[src/hdl/dsu_fifo.sv]
// ----------------------------------------------------------------------------
// dsu_fifo: two-entry queue
// Decouples a producer and a consumer; push and pop may happen together.
// ----------------------------------------------------------------------------
module dsu_fifo #(
	parameter int unsigned WIDTH = 8
) (
	input  logic             clk,
	input  logic             arst_n,
	input  logic             wr_en,
	input  logic [WIDTH-1:0] wdata,
	output logic             full_o,
	input  logic             rd_en,
	output logic [WIDTH-1:0] rdata,
	output logic             empty_o
);

	logic [WIDTH-1:0] slot_q [2];
	logic             wptr_q;
	logic             rptr_q;
	logic [1:0]       count_q;
	logic             do_wr;
	logic             do_rd;

	assign full_o  = (count_q == 2'd2);
	assign empty_o = (count_q == 2'd0);
	assign do_wr   = wr_en && !full_o;
	assign do_rd   = rd_en && !empty_o;
	assign rdata   = slot_q[rptr_q];

	// Storage slots carry no reset.
	always_ff @(posedge clk) begin
		if (do_wr) begin
			slot_q[wptr_q] <= wdata;
		end
	end

	// Pointers and fill count.
	always_ff @(posedge clk or negedge arst_n) begin
		if (!arst_n) begin
			wptr_q  <= 1'b0;
			rptr_q  <= 1'b0;
			count_q <= 2'd0;
		end else begin
			if (do_wr) begin
				wptr_q <= !wptr_q;
			end
			if (do_rd) begin
				rptr_q <= !rptr_q;
			end
			if (do_wr && !do_rd) begin
				count_q <= count_q + 2'd1;
			end else if (do_rd && !do_wr) begin
				count_q <= count_q - 2'd1;
			end
		end
	end

endmodule

[config.mk]
export PLATFORM = sky130hd
export DESIGN_NAME = dsu_fifo
export DESIGN_NICKNAME = d
export VERILOG_FILES = /design/src/hdl/dsu_fifo.sv
export SDC_FILE = /design/constraint.sdc
export NUM_CORES = 1
export LEC_CHECK = 0
export BUFFER_PORTS_ARGS = -buffer_cell sky130_fd_sc_hd__buf_2
export CAP_MARGIN = 20
export CORE_ASPECT_RATIO = 0.8
export CORE_MARGIN = 3
export CORE_UTILIZATION = 48
export DETAILED_ROUTE_END_ITERATION = 16
export PLACE_DENSITY = 0.74
export SYNTH_ARGS = -nofsm -noshare
export SYNTH_HDL_FRONTEND = slang
export SYNTH_SLANG_ARGS = --single-unit
[constraint.sdc]
create_clock -name clk -period 1.6 [get_ports clk]
set_input_delay 0.08 -clock clk [delete_from_list [all_inputs] [get_ports clk]]
set_output_delay 0.08 -clock clk [all_outputs]
set_load 0.1 [all_outputs]
## Word level (Yosys, flattened, before mapping)

Memories as Yosys holds them, arrays and structs flattened.
Index checks and enable logic that the tools add are counted.

- Add/sub/neg operators: 2
- Eq/ne operators: 1
- Reductions and logical operators: 12
- Muxes and demuxes: 4

Operators by type and width:

| kind | count |
|---|---|
| $logic_not A1 Y1 | 6 |
| $logic_and A1 B1 Y1 | 4 |
| $mux W2 | 2 |
| $add A2 B1 Y2 const B | 1 |
| $eq A2 B2 Y1 const B | 1 |
| $logic_not A2 Y1 | 1 |
| $mux W1 | 2 |
| $reduce_bool A2 Y1 | 1 |
| $sub A2 B1 Y2 const B | 1 |

- Bits in writable memories: 16
- Bits in registers: 4
- Output and inout port bits: 10
- Input bits: 12
- Memories: 1
- Word-level logic and storage cells: 23

Memories:

| name | depth | bits a word | read ports | clocked after Yosys merged registers in | wr ports | line | RTL |
|---|---|---|---|---|---|---|---|
| slot_q | 2 | 8 | 1 | 0 | 1 | 18 | `logic [WIDTH-1:0] slot_q [2];` |

## Logic depth before layout (Yosys ltp)

- Word-level depth: 7
- Gate-level depth with buffers: 7

## Worst setup path after synthesis

Ideal clock, no wire load.

- Path kind: reg2out
- Start: reg count_q[0]
- End: out empty_o
- Arrival time: 1.673 ns
- Stages on the path, launching flop included: 2
- Buffers on the path: 0
- Slack: -0.153 ns
- Path through: dfrtp_1 -> nor2_1

- Longest elaborated chain between the ends: 1

Ends and longest elaborated chain:

| item | line | RTL |
|---|---|---|
| start: declaration | 21 | `logic [1:0] count_q;` |
| start signal: assignment | 52 | `count_q <= count_q + 2'd1;` |
| start signal: assignment | 54 | `count_q <= count_q - 2'd1;` |
| $logic_not A2 Y1 | 26 | `assign empty_o = (count_q == 2'd0);` |
| end: declaration | 15 | `output logic empty_o` |

Every way passes these cells.

## Final worst setup path

- Start: reg rptr_q
- End: out rdata[3]

- Longest elaborated chain between the ends: 1

Ends and longest elaborated chain:

| item | line | RTL |
|---|---|---|
| start: declaration | 20 | `logic rptr_q;` |
| start signal: assignment | 49 | `rptr_q <= !rptr_q;` |
| $mem_v2 Z2 W8 | - |  |
| end: declaration | 14 | `output logic [WIDTH-1:0] rdata,` |

Every way passes these cells.

==> results <==
- The run finished with clean final reports.
- Once layout is done, the placed cells without fillers occupy about 1100 sq um.
- The critical path crosses 2 cells after its start point.
- The region available for standard cell placement spans 1460 sq um.
- The pre-CTS worst setup slack is between 90 and 100 ps.
- The critical path class is reg -> out.
- After detailed routing, the average wire length per cell comes to ~14 um.
- The flip-flop and latch area is between 500 and 600 sq um.
- Input and output buffers added on the ports amount to 21.
- Following the worst setup path forward leads to its endpoint at rdata[3].
- The signed area change from the synthesized netlist to the final layout is 35.5%.
- The via count of the first global-routing pass is between 400 and 500.
- The number of antenna cells inserted is 0.
- The part of the cycle the worst path needs is a little over nine tenths.
- The floorplan has 12 rows.
- The required time at the worst-slack endpoint is 1520 ps.
- The die outline height is around 42 um.
- The clock input transition at the sequential cells of the worst setup and hold paths is ~100 ps.
- The HPWL after detailed placement is around 930 um.
- Each instance of the synthesized netlist takes up on average ~18 sq um.
- The average vias per placed instance is roughly 4.8.
- For the pin with the worst max-slew slack, the measured transition is 489 ps.
- The first-pass iteration count of the detailed router is 4.
- After the flow finishes, the layout carries non-filler instances totaling a little over 100.
- The worst register-to-register path begins at count_q[0].
- After detailed placement, the total cell area comes to between 900 and 1000 sq um.
- The initial antenna violation count is 0.
- On the final layout, the worst clock skew is 4.55 ps.
- Synthesis produced 44 cells.
- The length of routed wiring on met1 is roughly 580 um.
- The endpoint type of the worst setup path is an output pin.
- Data arrives at the worst endpoint at roughly 1500 ps.
- The capture point of the worst reg-to-reg path is count_q[1].
- The first global-routing pass estimated around 2200 um of wire.
- The detail route stage leaves a number of antenna-violating nets equal to 0.
- The sequential element share of the synthesized area is ~74%.
- The total met2 wirelength after detailed routing is approximately 790 um.
- The worst register-to-register path has a depth of 6.
- The maximum clock frequency is ~0.64 GHz.
- After the first detailed-routing iteration, the DRC count stood at 7.
- In this run the worst path has a maximum fanout of 9.
- The worst hold path class is in -> reg.
- Setup violations remaining at the end of the flow were counted as 0.
- The pin count of the biggest net entering global routing is 12.
- The most critical setup path has its startpoint at rptr_q.
- The count of fill cells added during filler insertion is 99.
- The register-to-register setup slack is roughly 48 ps.
- Routed signal wires occupy layers up through met4.
- The total overflow left after global routing is 0.
- The number of different library cells in the post-synthesis netlist is 15.
- The overall fraction of global-route tracks in use is 14.4%.
- The count of maximum capacitance violations is 0.
- The wire length after detailed routing is roughly 1500 um.
- The die area is 2150 sq um.
- The worst-case headroom to the max-slew limit is about two thirds.
- The setup TNS after final layout is 0 ps.
- Summing every instance area after synthesis gives ~780 sq um.
- The minimum clock period after layout is about 1600 ps.
- The total length of routed met3 wires is 76 um.
- The critical path startpoint category is a register.
- The top-level I/O count is 22.
- The critical path goes through mux2_2, buf_2.
- For this run, design rule violations remaining after detail routing come to 0.
- The number of synthesized register bits is 20.
- The cell at the root of the clock tree is sky130_fd_sc_hd__clkbuf_4.
- The buffer and inverter count on the worst path is 1.
- At the end of routability-driven placement, the weighted congestion stood at ~0.69.
- The number of nets handed over by synthesis was between 50 and 60.
- At the later pin of the worst-skew pair, clock insertion delay measures just under 300 ps.
- The slowest stage of the critical path is the sky130_fd_sc_hd__dfrtp_2 cell.
- Measured along the x axis, the die boundary spans just over 50 um.
- The deepest clock path buffer count is 2.
- The net count of the finished layout is 95.
- The area of combinational cells with multiple inputs is about 190 sq um.
- The via count is 492.
- Counting the buffers created by CTS gives 3.
- The max-slew violation count is 0.
- The smallest setup slack after layout is approximately 48 ps.
- The H-tree depth is 1.
- Grouping stages by cell kind, the critical path spends the most delay in flip-flops.
- The starting density of the core is 53.7%.
- TritonCTS built the clock tree.
- The total count of hold-check failures in the final report was 0.
- The tree built by TritonCTS fans out to 20 sinks.
- The number of cells in the design after placement is 86.
- The share of layout cells above drive strength 1 is between 40 and 50%.
- The number of warning messages in the yosys log is 0.
- For this run, the slowest stage of the critical path takes ~500 ps.
-- worst register-to-register path, stage by stage (launching register included) --
cell and delay [ps]:
sky130_fd_sc_hd__dfrtp_2 440, sky130_fd_sc_hd__nand2b_1 190, sky130_fd_sc_hd__nand2_2 130, sky130_fd_sc_hd__inv_1 50, sky130_fd_sc_hd__ha_1 320, sky130_fd_sc_hd__nor2_1 150
sky130_fd_sc_hd__xor2_1 180
-- state kept, by name, summed over array words and instances (netlist names) --
signal	cells
slot_q	16
count_q	2
rptr_q	1
wptr_q	1
-- cells in the mapped netlist, drive strengths merged --
library cell	n	area (sq um)
dfrtp	4	100
ha	1	12.5
buf	1	5.00
and3	1	6.26
mux2	8	90.1
nand2	1	6.26
nor2	3	11.3
xnor2	3	33.8
o21ai	1	5.00
inv	2	7.51
xor2	2	17.5
nand2b	1	6.26
edfxtp	16	480
-- cell type report --
class                      count  share of cell area, %
tap                           21                   2.48
sequential                    20                   55.0
timing repair buffer          34                   21.3
inverter                       2                  0.708
clock inverter                 1                  0.354
clock buffer                   3                   2.13
multi-input combinational     21                   18.1
-- timing repair --
item,CTS,global route
setup endpoints to repair,8,2
endpoints found under the hold margin,20,0
hold buffers,9,0
buffers inserted,0,3
resized for setup,1,1
-- cell families (layout without fill, tap and decap cells) --
logic type	count (synthesis)	in the layout	synth area share, %
AO/OA/AOI/OAI	1	1	0.639
XOR/XNOR	5	5	6.56
adder cells (fa/ha/maj)	1	1	1.60
buffers and inverters	3	40	1.60
flip-flops	20	20	74.2
multiplexers	8	8	11.5
AND/OR/NAND/NOR	6	6	3.84
-- metal layers --
metal,global-route usage (%),vias up
met1,17.5,242
met4,8.06,0
met2,23.9,16
met3,2.49,2
li1,-,232
met5,0,-
-- worst min-delay path by stage --
stage	start	cells past startpoint	endpoint	slack [ps]
global route	wr_en	3	wptr_q	80
global placement	arst_n	1	count_q[0]	-110
floorplan	arst_n	0	count_q[0]	-220
CTS	wr_en	3	wptr_q	70
finish	wr_en	3	wptr_q	80
detailed placement	arst_n	1	count_q[0]	-110
-- per-stage QoR --
step,hold WS [ps],utilization (%)
after floorplan,-216,-
after global placement,-111,63.1
after global routing,80.9,72.8
final,76.4,72.8
after detailed placement,-108,63.1
after CTS,72.8,71.1
-- layout by cell type (no fill, tap or decap), drive strengths merged --
master	synthesis	routed
mux2	8	8
nand2b	1	1
nand2	1	1
o21ai	1	1
edfxtp	16	16
nor2	3	3
buf	1	25
and3	1	1
dfrtp	4	4
clkinv	0	1
xnor2	3	3
ha	1	1
dlygate4sd3	0	9
xor2	2	2
inv	2	2
clkbuf	0	3
Power is left out: the tool's default activity adds up to more than one toggle a clock period on the data nets, which glitch-free logic cannot reach.
