$ cat src/hdl/dsu_pkg.sv
// ----------------------------------------------------------------------------
// dsu_pkg: shared types and constants of the union-find unit
// Holds the request opcodes, the queued command format and the result format.
// ----------------------------------------------------------------------------
package dsu_pkg;

	// Fixed field widths of the request and result ports.
	localparam int unsigned IDX_W  = 17;
	localparam int unsigned SIZE_W = 18;

	// Largest set size that the result port can show.
	localparam logic [SIZE_W-1:0] SIZE_SAT = '1;

	// Element count after reset.
	localparam logic [SIZE_W-1:0] COUNT_RESET = 18'd131072;

	// Request opcodes.
	typedef enum logic [1:0] {
		OP_UNITE = 2'd0,
		OP_QUERY = 2'd1,
		OP_FIND  = 2'd2,
		OP_SIZE  = 2'd3
	} op_t;

	// Classified request, passed from the front end to the back end.
	typedef struct packed {
		op_t              op;
		logic [IDX_W-1:0] a;
		logic [IDX_W-1:0] b;
		logic             err;
	} cmd_t;

	// One result transaction.
	typedef struct packed {
		logic              status;
		logic              same_set;
		logic              merged;
		logic [IDX_W-1:0]  root_index;
		logic [SIZE_W-1:0] set_size;
	} res_t;

endpackage

$ cat src/hdl/dsu_front.sv
// ----------------------------------------------------------------------------
// dsu_front: request intake and range check
// Holds the element count register, checks indices and queues commands.
// ----------------------------------------------------------------------------
module dsu_front #(
	parameter int unsigned MAX_ELEMENTS = 131072
) (
	input  logic                       clk,
	input  logic                       arst_n,
	input  logic                       cfg_valid,
	output logic                       cfg_ready,
	input  logic [dsu_pkg::SIZE_W-1:0] cfg_data,
	input  logic                       push,
	output logic                       full,
	input  logic [1:0]                 opcode,
	input  logic [dsu_pkg::IDX_W-1:0]  first_index,
	input  logic [dsu_pkg::IDX_W-1:0]  second_index,
	input  logic                       clearing,
	input  logic                       cmd_full,
	output logic                       cmd_push,
	output dsu_pkg::cmd_t              cmd_wdata
);

	logic [dsu_pkg::SIZE_W-1:0] count_q;
	logic                       a_ok;
	logic                       b_ok;
	logic                       needs_b;
	dsu_pkg::op_t               op;

	assign cfg_ready = 1'b1;

	// Element count register.
	always_ff @(posedge clk or negedge arst_n) begin
		if (!arst_n) begin
			count_q <= dsu_pkg::COUNT_RESET;
		end else if (cfg_valid && cfg_ready) begin
			count_q <= cfg_data;
		end
	end

	// An index must be below both the count and the table depth.
	always_comb begin
		op      = dsu_pkg::op_t'(opcode);
		needs_b = (op == dsu_pkg::OP_UNITE) || (op == dsu_pkg::OP_QUERY);
		a_ok    = (18'(first_index) < count_q) &&
		          (32'(first_index) < 32'(MAX_ELEMENTS));
		b_ok    = (18'(second_index) < count_q) &&
		          (32'(second_index) < 32'(MAX_ELEMENTS));
		cmd_wdata.op  = op;
		cmd_wdata.a   = first_index;
		cmd_wdata.b   = second_index;
		cmd_wdata.err = !a_ok || (needs_b && !b_ok);
	end

	// No request is taken while the tables are being cleared.
	assign full     = cmd_full || clearing;
	assign cmd_push = push && !full;

endmodule

$ cat config.mk
export PLATFORM = sky130hd
export DESIGN_NAME = dsu_front
export DESIGN_NICKNAME = d
export VERILOG_FILES = /design/src/hdl/dsu_pkg.sv /design/src/hdl/dsu_front.sv
export SDC_FILE = /design/constraint.sdc
export NUM_CORES = 1
export LEC_CHECK = 0
export ABC_AREA = 1
export ABC_CLOCK_PERIOD_IN_PS = 2610
export BUFFER_PORTS_ARGS = -buffer_cell sky130_fd_sc_hd__clkbuf_2
export CORE_MARGIN = 1.5
export CORE_UTILIZATION = 45
export DETAILED_ROUTE_END_ITERATION = 7
export PLACE_DENSITY_LB_ADDON = 0.1
export SLEW_MARGIN = 10
export SYNTH_ARGS = -nofsm -noshare
export SYNTH_HDL_FRONTEND = slang
export SYNTH_SLANG_ARGS = --single-unit
$ cat constraint.sdc
create_clock -name clk -period 2.61 [get_ports clk]
set_input_delay 0.783 -clock clk [delete_from_list [all_inputs] [get_ports clk]]
set_output_delay 0.783 -clock clk [all_outputs]
set_load 0.01 [all_outputs]
# Word level (Yosys, flattened, before mapping)
# Cells that the tools add are included.
word_totals:
  regBits: 18
  input_bits: 60
  out_inout_bits: 40
  elab_cells: 13
op_classes:
  magnitude_cmp: 2
  eq_ne: 1
  reduce_logical: 9
ops:
  columns: ["cell", "count"]
  rows:
  - ["$lt 17x18->1", 2]
  - ["$logic_not 1->1", 3]
  - ["$logic_or 1x1->1", 3]
  - ["$eq 2x1->1 const B", 1]
  - ["$logic_and 1x1->1", 2]
  - ["$logic_not 2->1", 1]

# Longest topological paths before layout
# Gate-level depths: netlist of run 1.
depth:
  ltp_word: 4
  depth_mapped: 12
  depth_no_buf: 12

# Worst setup path after synthesis of run 1
# Ideal clock, no wire load.
synth_path:
  path_type: "in2out"
  from: "in second_index[16] in the netlist's numbering"
  to: "out cmd_wdata[0] in the netlist's numbering"
  t_arrival_ps: 1660
  required_ps: 1827
  path_slack_ps: 167
  stages: 9
  n_path_buf: 0
  path_cell_list: "ha_1 inv_1 nor2_1 nand3_1 nor2_1 nand3b_1 nand3_1 nand2_1 nand2_1"
synth_lines:
  columns: ["item", "line_no", "rtl"]
  rows:
  - ["start, declared", "dsu_front.sv:17", "input logic [dsu_pkg::IDX_W-1:0] second_index,"]
  - ["end, declared", "dsu_front.sv:21", "output dsu_pkg::cmd_t cmd_wdata"]

==> flow_metrics.tcl, run 1 <==
set metrics [dict create \
    status "complete, but fails checks" \
    violations "setup timing" \
    top_regs "count_q x18" \
    instances_no_fill 351 \
    rsz0062_at_grt "true" \
    leakage_nw 1.30 \
    synth_top_cell_area_share_pct 23.8 \
    path_cells "clkbuf_2 -> ha_4 -> nand2_1 -> nor2_4 -> nand2_1 -> nand3b_1 -> nand3_1 -> nor2_1 -> nand2_1 -> buf_6" \
    syn_inst 242 \
    grt_usage_pct 18.5 \
    fin_crit_sh_pct 102 \
    drive_gt1_share_pct 49.8 \
    fin_ws_ns -0.0569 \
    drt_iter0_drc 49 \
    regMostFlops "count_q" \
    dp_cells 346 \
    post_synth_num_cell_types 21 \
    crit_type "in2out" \
    slowest_stage "ha_4" \
    critPathMaxFanout 2 \
    clkTransAtPathRegs_ns 0.08 \
    start_util_pct 47.8 \
    hp-class "in2async" \
    slew_viol_final 0 \
    grt_pass1_vias 1508 \
    die_w_um 66.0 \
    synth-seq-cells 18 \
    clock.fmax_mhz 375 \
    design.die.area_mm2 0.00436 \
    clock_path_buffers 2 \
    syn_area_per_cell_um2 7.39 \
    maxCapViolations 0 \
    drt_first_pass_iters 4 \
    clock_skew_ns 0 \
    drt_wl_total_um 4290 \
    yosysWarnings 0 \
    dpl.hpwl_um 3000 \
    grt_first_pass_wirelength_um 6260 \
    post-route-util_pct 66.2 \
    muxShareOfSynthArea_pct 0 \
    required_ns 1.83 \
    vias 1635 \
    drcViolationCount 0 \
    startpoint_type "input port" \
    area_growth_pct 38.7 \
    cts_tree "built" \
    worst_slew_pin_slew_ns 0.623 \
    root_buffer "clkbuf_8" \
    yosysSeqAreaShare_pct 25.3 \
    design.core.area_mm2 0.00374 \
    io_pins 100 \
    synth_top_family_by_area "buffers and inverters" \
    synth_compound_area_share_pct 9.94 \
    crit_arrival_ns 1.88 \
    dieHeight_um 66.0 \
    synth-xor-area-share_pct 0 \
    async_reset_ff_share_pct 100 \
    final_antenna_net_count 0 \
    antenna_cells 0 \
    via_per_inst 4.66 \
    synthTopCellsByArea "dfrtp_1 (24%), ha_1 (22%), buf_4 (16%)" \
    setup_viol 1 \
    place.gp.congestion 0.726 \
    cts_buffers 3 \
    synth_edf_count 0 \
    synth_flop_cell "dfrtp_1" \
    rows 22 \
    cts.sinks 18 \
    p_per_area_mw_per_mm2 384 \
    worst_setup_path_end_kind "output pin" \
    synth_largest_area_cell "dfrtp_1" \
    pre_cts_ws_ns -0.117 \
    nets 396 \
    synth_area_mm2 0.00179 \
    ctsHtreeMaxLevel 1 \
    ys_top_cells_by_count "nand2_1 (61), buf_4 (37), ha_1 (32)" \
    slowest_delay_ns 0.27 \
    grt_max_degree 37 \
    clkLatencyLatePin_ns 0.26 \
    wl_per_cell_um 12.2 \
    hold_viol 0 \
    min_period_ns 2.67 \
    synth_nets 334 \
    grt.overflow.total 0 \
    port_buffers 96 \
    synthSimpleGateAreaFrac_pct 19.1 \
    antenna_found_initial 0 \
    yosysMostFrequentCell "nand2_1" \
    largest_reg_flops 18 \
    worst_ir_drop_vdd_uv 190 \
    slew_headroom_pct 58.4 \
    cpMostUsedCell "nand2_1" \
    synth_fa_ha_area_share_pct 22.4 \
]
==> cell type report <==
cell class / instances / area (um^2)
Multi-Input combinational cell: 152 / 1280
Fill cell: 339 / 1260
Timing Repair Buffer: 98 / 524
Sequential cell: 18 / 452
Inverter: 31 / 119
Tap cell: 48 / 60.1
Clock buffer: 4 / 45.0
==> placed cells by master, fill, tap and decap left out <==
cell and instances:
ha_4 22, a21o_1 2, a21oi_1 8, clkbuf_8 3, clkbuf_2 92, nand2_2 10, and2_1 1, inv_2 2
inv_4 1, nor2_2 4, dfstp_2 1, a21boi_2 1, buf_4 2, nor2_4 3, ha_1 10, clkbuf_1 1
nand2_4 1, nor2_1 8, or2_2 1, a21oi_2 2, nand3_2 2, buf_8 1, conb_1 1, nand2_1 51
buf_6 3, nand3b_1 2, nand3_1 2, inv_1 28, o21ai_0 21, dfrtp_1 17
==> worst paths after layout <==
path                       slack (ns)           start  cells past startpoint            to
hold reg to reg                  0.55      count_q[1]                      2    count_q[1]
setup reg to reg                 1.74     count_q[17]                      2   count_q[17]
hold / removal                   0.46          arst_n                      1    count_q[2]
setup / recovery                -0.06  first_index[7]                     10  cmd_wdata[0]
min in group clk                 0.55      count_q[1]                      2    count_q[1]
max in group asynchronous        1.78          arst_n                      1   count_q[17]
==> power by group <==
group	switching, mW	internal, mW	total (mW)
clock	0.105	0.109	0.214
combinational	0.230	0.196	0.426
sequential	0.00792	0.305	0.312
==> logic make-up (layout without fill, tap and decap cells) <==
family | after synthesis | count (layout)
AO/OA/AOI/OAI | 34 | 34
other | 1 | 1
adder cells (fa/ha/maj) | 32 | 32
buffers and inverters | 72 | 133
AND/OR/NAND/NOR | 85 | 85
flip-flops | 18 | 18
==> metrics by stage <==
step	setup TNS [ns]	cell area, um^2	hold WS (ns)	power, mW
5_1_grt	-0.128	2480	0.497	1.04
3_5_place_dp	-0.117	2040	0.537	0.626
2_1_floorplan	0	1790	0.487	0.540
6_report	-0.0569	2480	0.461	0.953
3_3_place_gp	-0.0882	2040	0.515	0.621
4_1_cts	-0.0855	2120	0.489	0.850
==> critical path: cells and delay by family <==
kind	cells	cell delay (ns)
buffers and inverters	2	0.23
and+or+nand+nor	7	0.59
adders and majority gates	1	0.27
==> metal layers <==
layer  part of all wire (%)  vias up  global-route usage [%]
li1                       -      857                       -
met1                     42      706                    24.2
met3                    6.1        7                    2.56
met2                     50       65                    32.1
met5                      0        -                       0
met4                    1.7        0                    4.85
==> repair_timing <==
item	4_1_cts	5_1_grt
gates resized for setup	4	56
hold buffers	0	0
endpoints found under the hold margin	0	0
pin swaps	7	32
buffers inserted	1	0
setup endpoints to repair	1	1
Power figures use the tool's default switching activity.
==> run 2, diff against run 1 <==
--- a/config.mk
+++ b/config.mk
@@ -8,7 +8,6 @@
 export ABC_AREA = 1
 export ABC_CLOCK_PERIOD_IN_PS = 2610
 export BUFFER_PORTS_ARGS = -buffer_cell sky130_fd_sc_hd__clkbuf_2
-export CORE_MARGIN = 1.5
 export CORE_UTILIZATION = 45
 export DETAILED_ROUTE_END_ITERATION = 7
 export PLACE_DENSITY_LB_ADDON = 0.1
==> run 2 against run 1 <==
The flow still finishes with violations (setup timing). Critical path depth unchanged. Clock skew unchanged. Die area down 3.0%. Combinational power down 1%. Hold slack better by 0.015 ns. First-iteration DRC count down 41%. Fmax about the same. Via count up 1.3%. Largest power group unchanged. Clock-buffer cell count unchanged. Final area down 0.35%. Critical path type unchanged.
==> flow_metrics.tcl, run 2 (same netlist as run 1, synthesis figures left out) <==
set metrics [dict create \
    maxCapViolations 0 \
    clockPowerShare_pct 24.4 \
    crit_family "simple AND/OR/NAND/NOR gates" \
    p_total_mw 0.968 \
    antenna_found_initial 0 \
    status "complete, but fails checks" \
    regMostFlops "count_q" \
    dpl.hpwl_um 3000 \
    fin_crit_sh_pct 102 \
    fillers 331 \
    crit_type "in2out" \
    dieHeight_um 65.0 \
    vias 1657 \
    slew_headroom_pct 58.2 \
    clock_path_buffers 2 \
    cts_tree "built" \
    design.die.area_mm2 0.00423 \
    min_period_ns 2.67 \
    clock.fmax_mhz 375 \
    io_pins 100 \
    crit_buf_inv 2 \
    design.core.area_mm2 0.00374 \
    die_w_um 65.0 \
    hp-class "in2async" \
    cpMostUsedCell "nand2_1" \
    largest_reg_flops 18 \
    drive_gt1_share_pct 50.7 \
    p_sw_share_pct 34.5 \
    worst_setup_path_end_kind "output pin" \
    setup_viol 1 \
    ctsHtreeMaxLevel 1 \
    cts.sinks 18 \
    grt.overflow.total 0 \
    via_per_inst 4.71 \
    grt_pass1_vias 1384 \
    drcViolationCount 0 \
    clkLatencyLatePin_ns 0.25 \
    final_cell_mix "clkbuf_2 (87), nand2_1 (49), inv_1 (27)" \
    ctsHoldBuffers 0 \
    whs_ns 0.476 \
    switchingPower_mw 0.334 \
    p_per_area_mw_per_mm2 392 \
    drt_wl_total_um 4000 \
    port_buffers 96 \
    drt_iter0_drc 29 \
    worst_slew_pin_slew_ns 0.627 \
    required_ns 1.83 \
    final_common_cell "clkbuf_2" \
    critPathMaxFanout 2 \
    antenna_cells 0 \
    final_antenna_net_count 0 \
    leakage_nw 1.33 \
    clock_skew_ns 0 \
    slowest_delay_ns 0.28 \
    seqPwrFrac_pct 32.2 \
    hold_viol 0 \
    violations "setup timing" \
    top_regs "count_q x18" \
    grt_first_pass_wirelength_um 5820 \
    grt_max_degree 37 \
    grt_usage_pct 18.0 \
    intPower_mw 0.635 \
    slew_viol_final 0 \
    path_cells "clkbuf_2 -> ha_4 -> nand2_1 -> nor2_2 -> nand2_1 -> nand3b_1 -> nand3_1 -> nor2_1 -> nand2_1 -> buf_2" \
    rows 22 \
    startpoint_type "input port" \
    wl_per_cell_um 11.3 \
    place.gp.congestion 0.714 \
    crit_arrival_ns 1.89 \
    clkTransAtPathRegs_ns 0.07 \
    combPwrFrac_pct 43.4 \
    area_growth_pct 38.2 \
    start_util_pct 47.8 \
    rsz0062_at_grt "true" \
    root_buffer "clkbuf_8" \
    nets 397 \
    cts_buffers 3 \
    finalSetupTns_ns -0.0586 \
    fin_ws_ns -0.0586 \
    drt_first_pass_iters 4 \
    slowest_stage "ha_4" \
    worst_ir_drop_vdd_uv 202 \
]
-- run 2: cell count changes in the layout (fill, tap and decap cells not counted), sizes merged --
cell and delta:
buf +6, clkbuf -5
-- run 2: final timing paths --
| path | startpoint | endpoint | slack [ns] | cells after the start |
|---|---|---|---|---|
| worst min-delay path | arst_n | count_q[14] | 0.48 | 1 |
| worst max register to register | count_q[17] | count_q[17] | 1.76 | 2 |
| worst max-delay path | first_index[7] | cmd_wdata[0] | -0.06 | 10 |
| min in group clk | count_q[10] | count_q[10] | 0.55 | 2 |
| max in group asynchronous | arst_n | count_q[17] | 1.78 | 1 |
| worst min register to register | count_q[10] | count_q[10] | 0.55 | 2 |
-- run 2: cell type report --
type	count	area (um^2)	share of cell area [%]
flip-flops and latches	18	452	18.3
repair buffers	99	549	22.2
well taps	48	60.1	2.43
multi-input cells	152	1240	50.1
clock buffers	4	55.1	2.23
inverters	31	116	4.71
-- run 2: timing repair --
action | 4_1_cts | 5_1_grt
resized for setup | 6 | 65
pin swaps | 9 | 30
setup buffers | 1 | 0
endpoints found under the setup margin | 1 | 1
hold endpoints to repair | 0 | 0
-- run 2: layer usage --
metal  up-vias  track usage (%)  share of wire (%)
met4         0             6.79                1.6
li1        857                -                  -
met1       732             23.5                 45
met2        61             30.1                 48
met3         7             2.29                5.4
met5         -                0                  0
-- run 2: power groups by stage --
stage	Combinational (mW)	Clock, mW	Sequential [mW]
6_report	0.420	0.237	0.312
5_1_grt	0.478	0.257	0.314
4_1_cts	0.323	0.241	0.311
3_5_place_dp	0.311	0	0.317
3_3_place_gp	0.305	0	0.316
2_1_floorplan	0.225	0	0.315
-- run 2: per-stage QoR --
stage	cell area (um^2)	cells	utilization [%]	setup slack, ns
final	2470	352	66.0	-0.0586
after global routing	2470	352	66.0	-0.126
after CTS	2140	352	57.1	-0.0843
after detailed placement	2050	347	54.7	-0.114
after global placement	2050	347	54.7	-0.100
after floorplan	1790	242	-	0.167
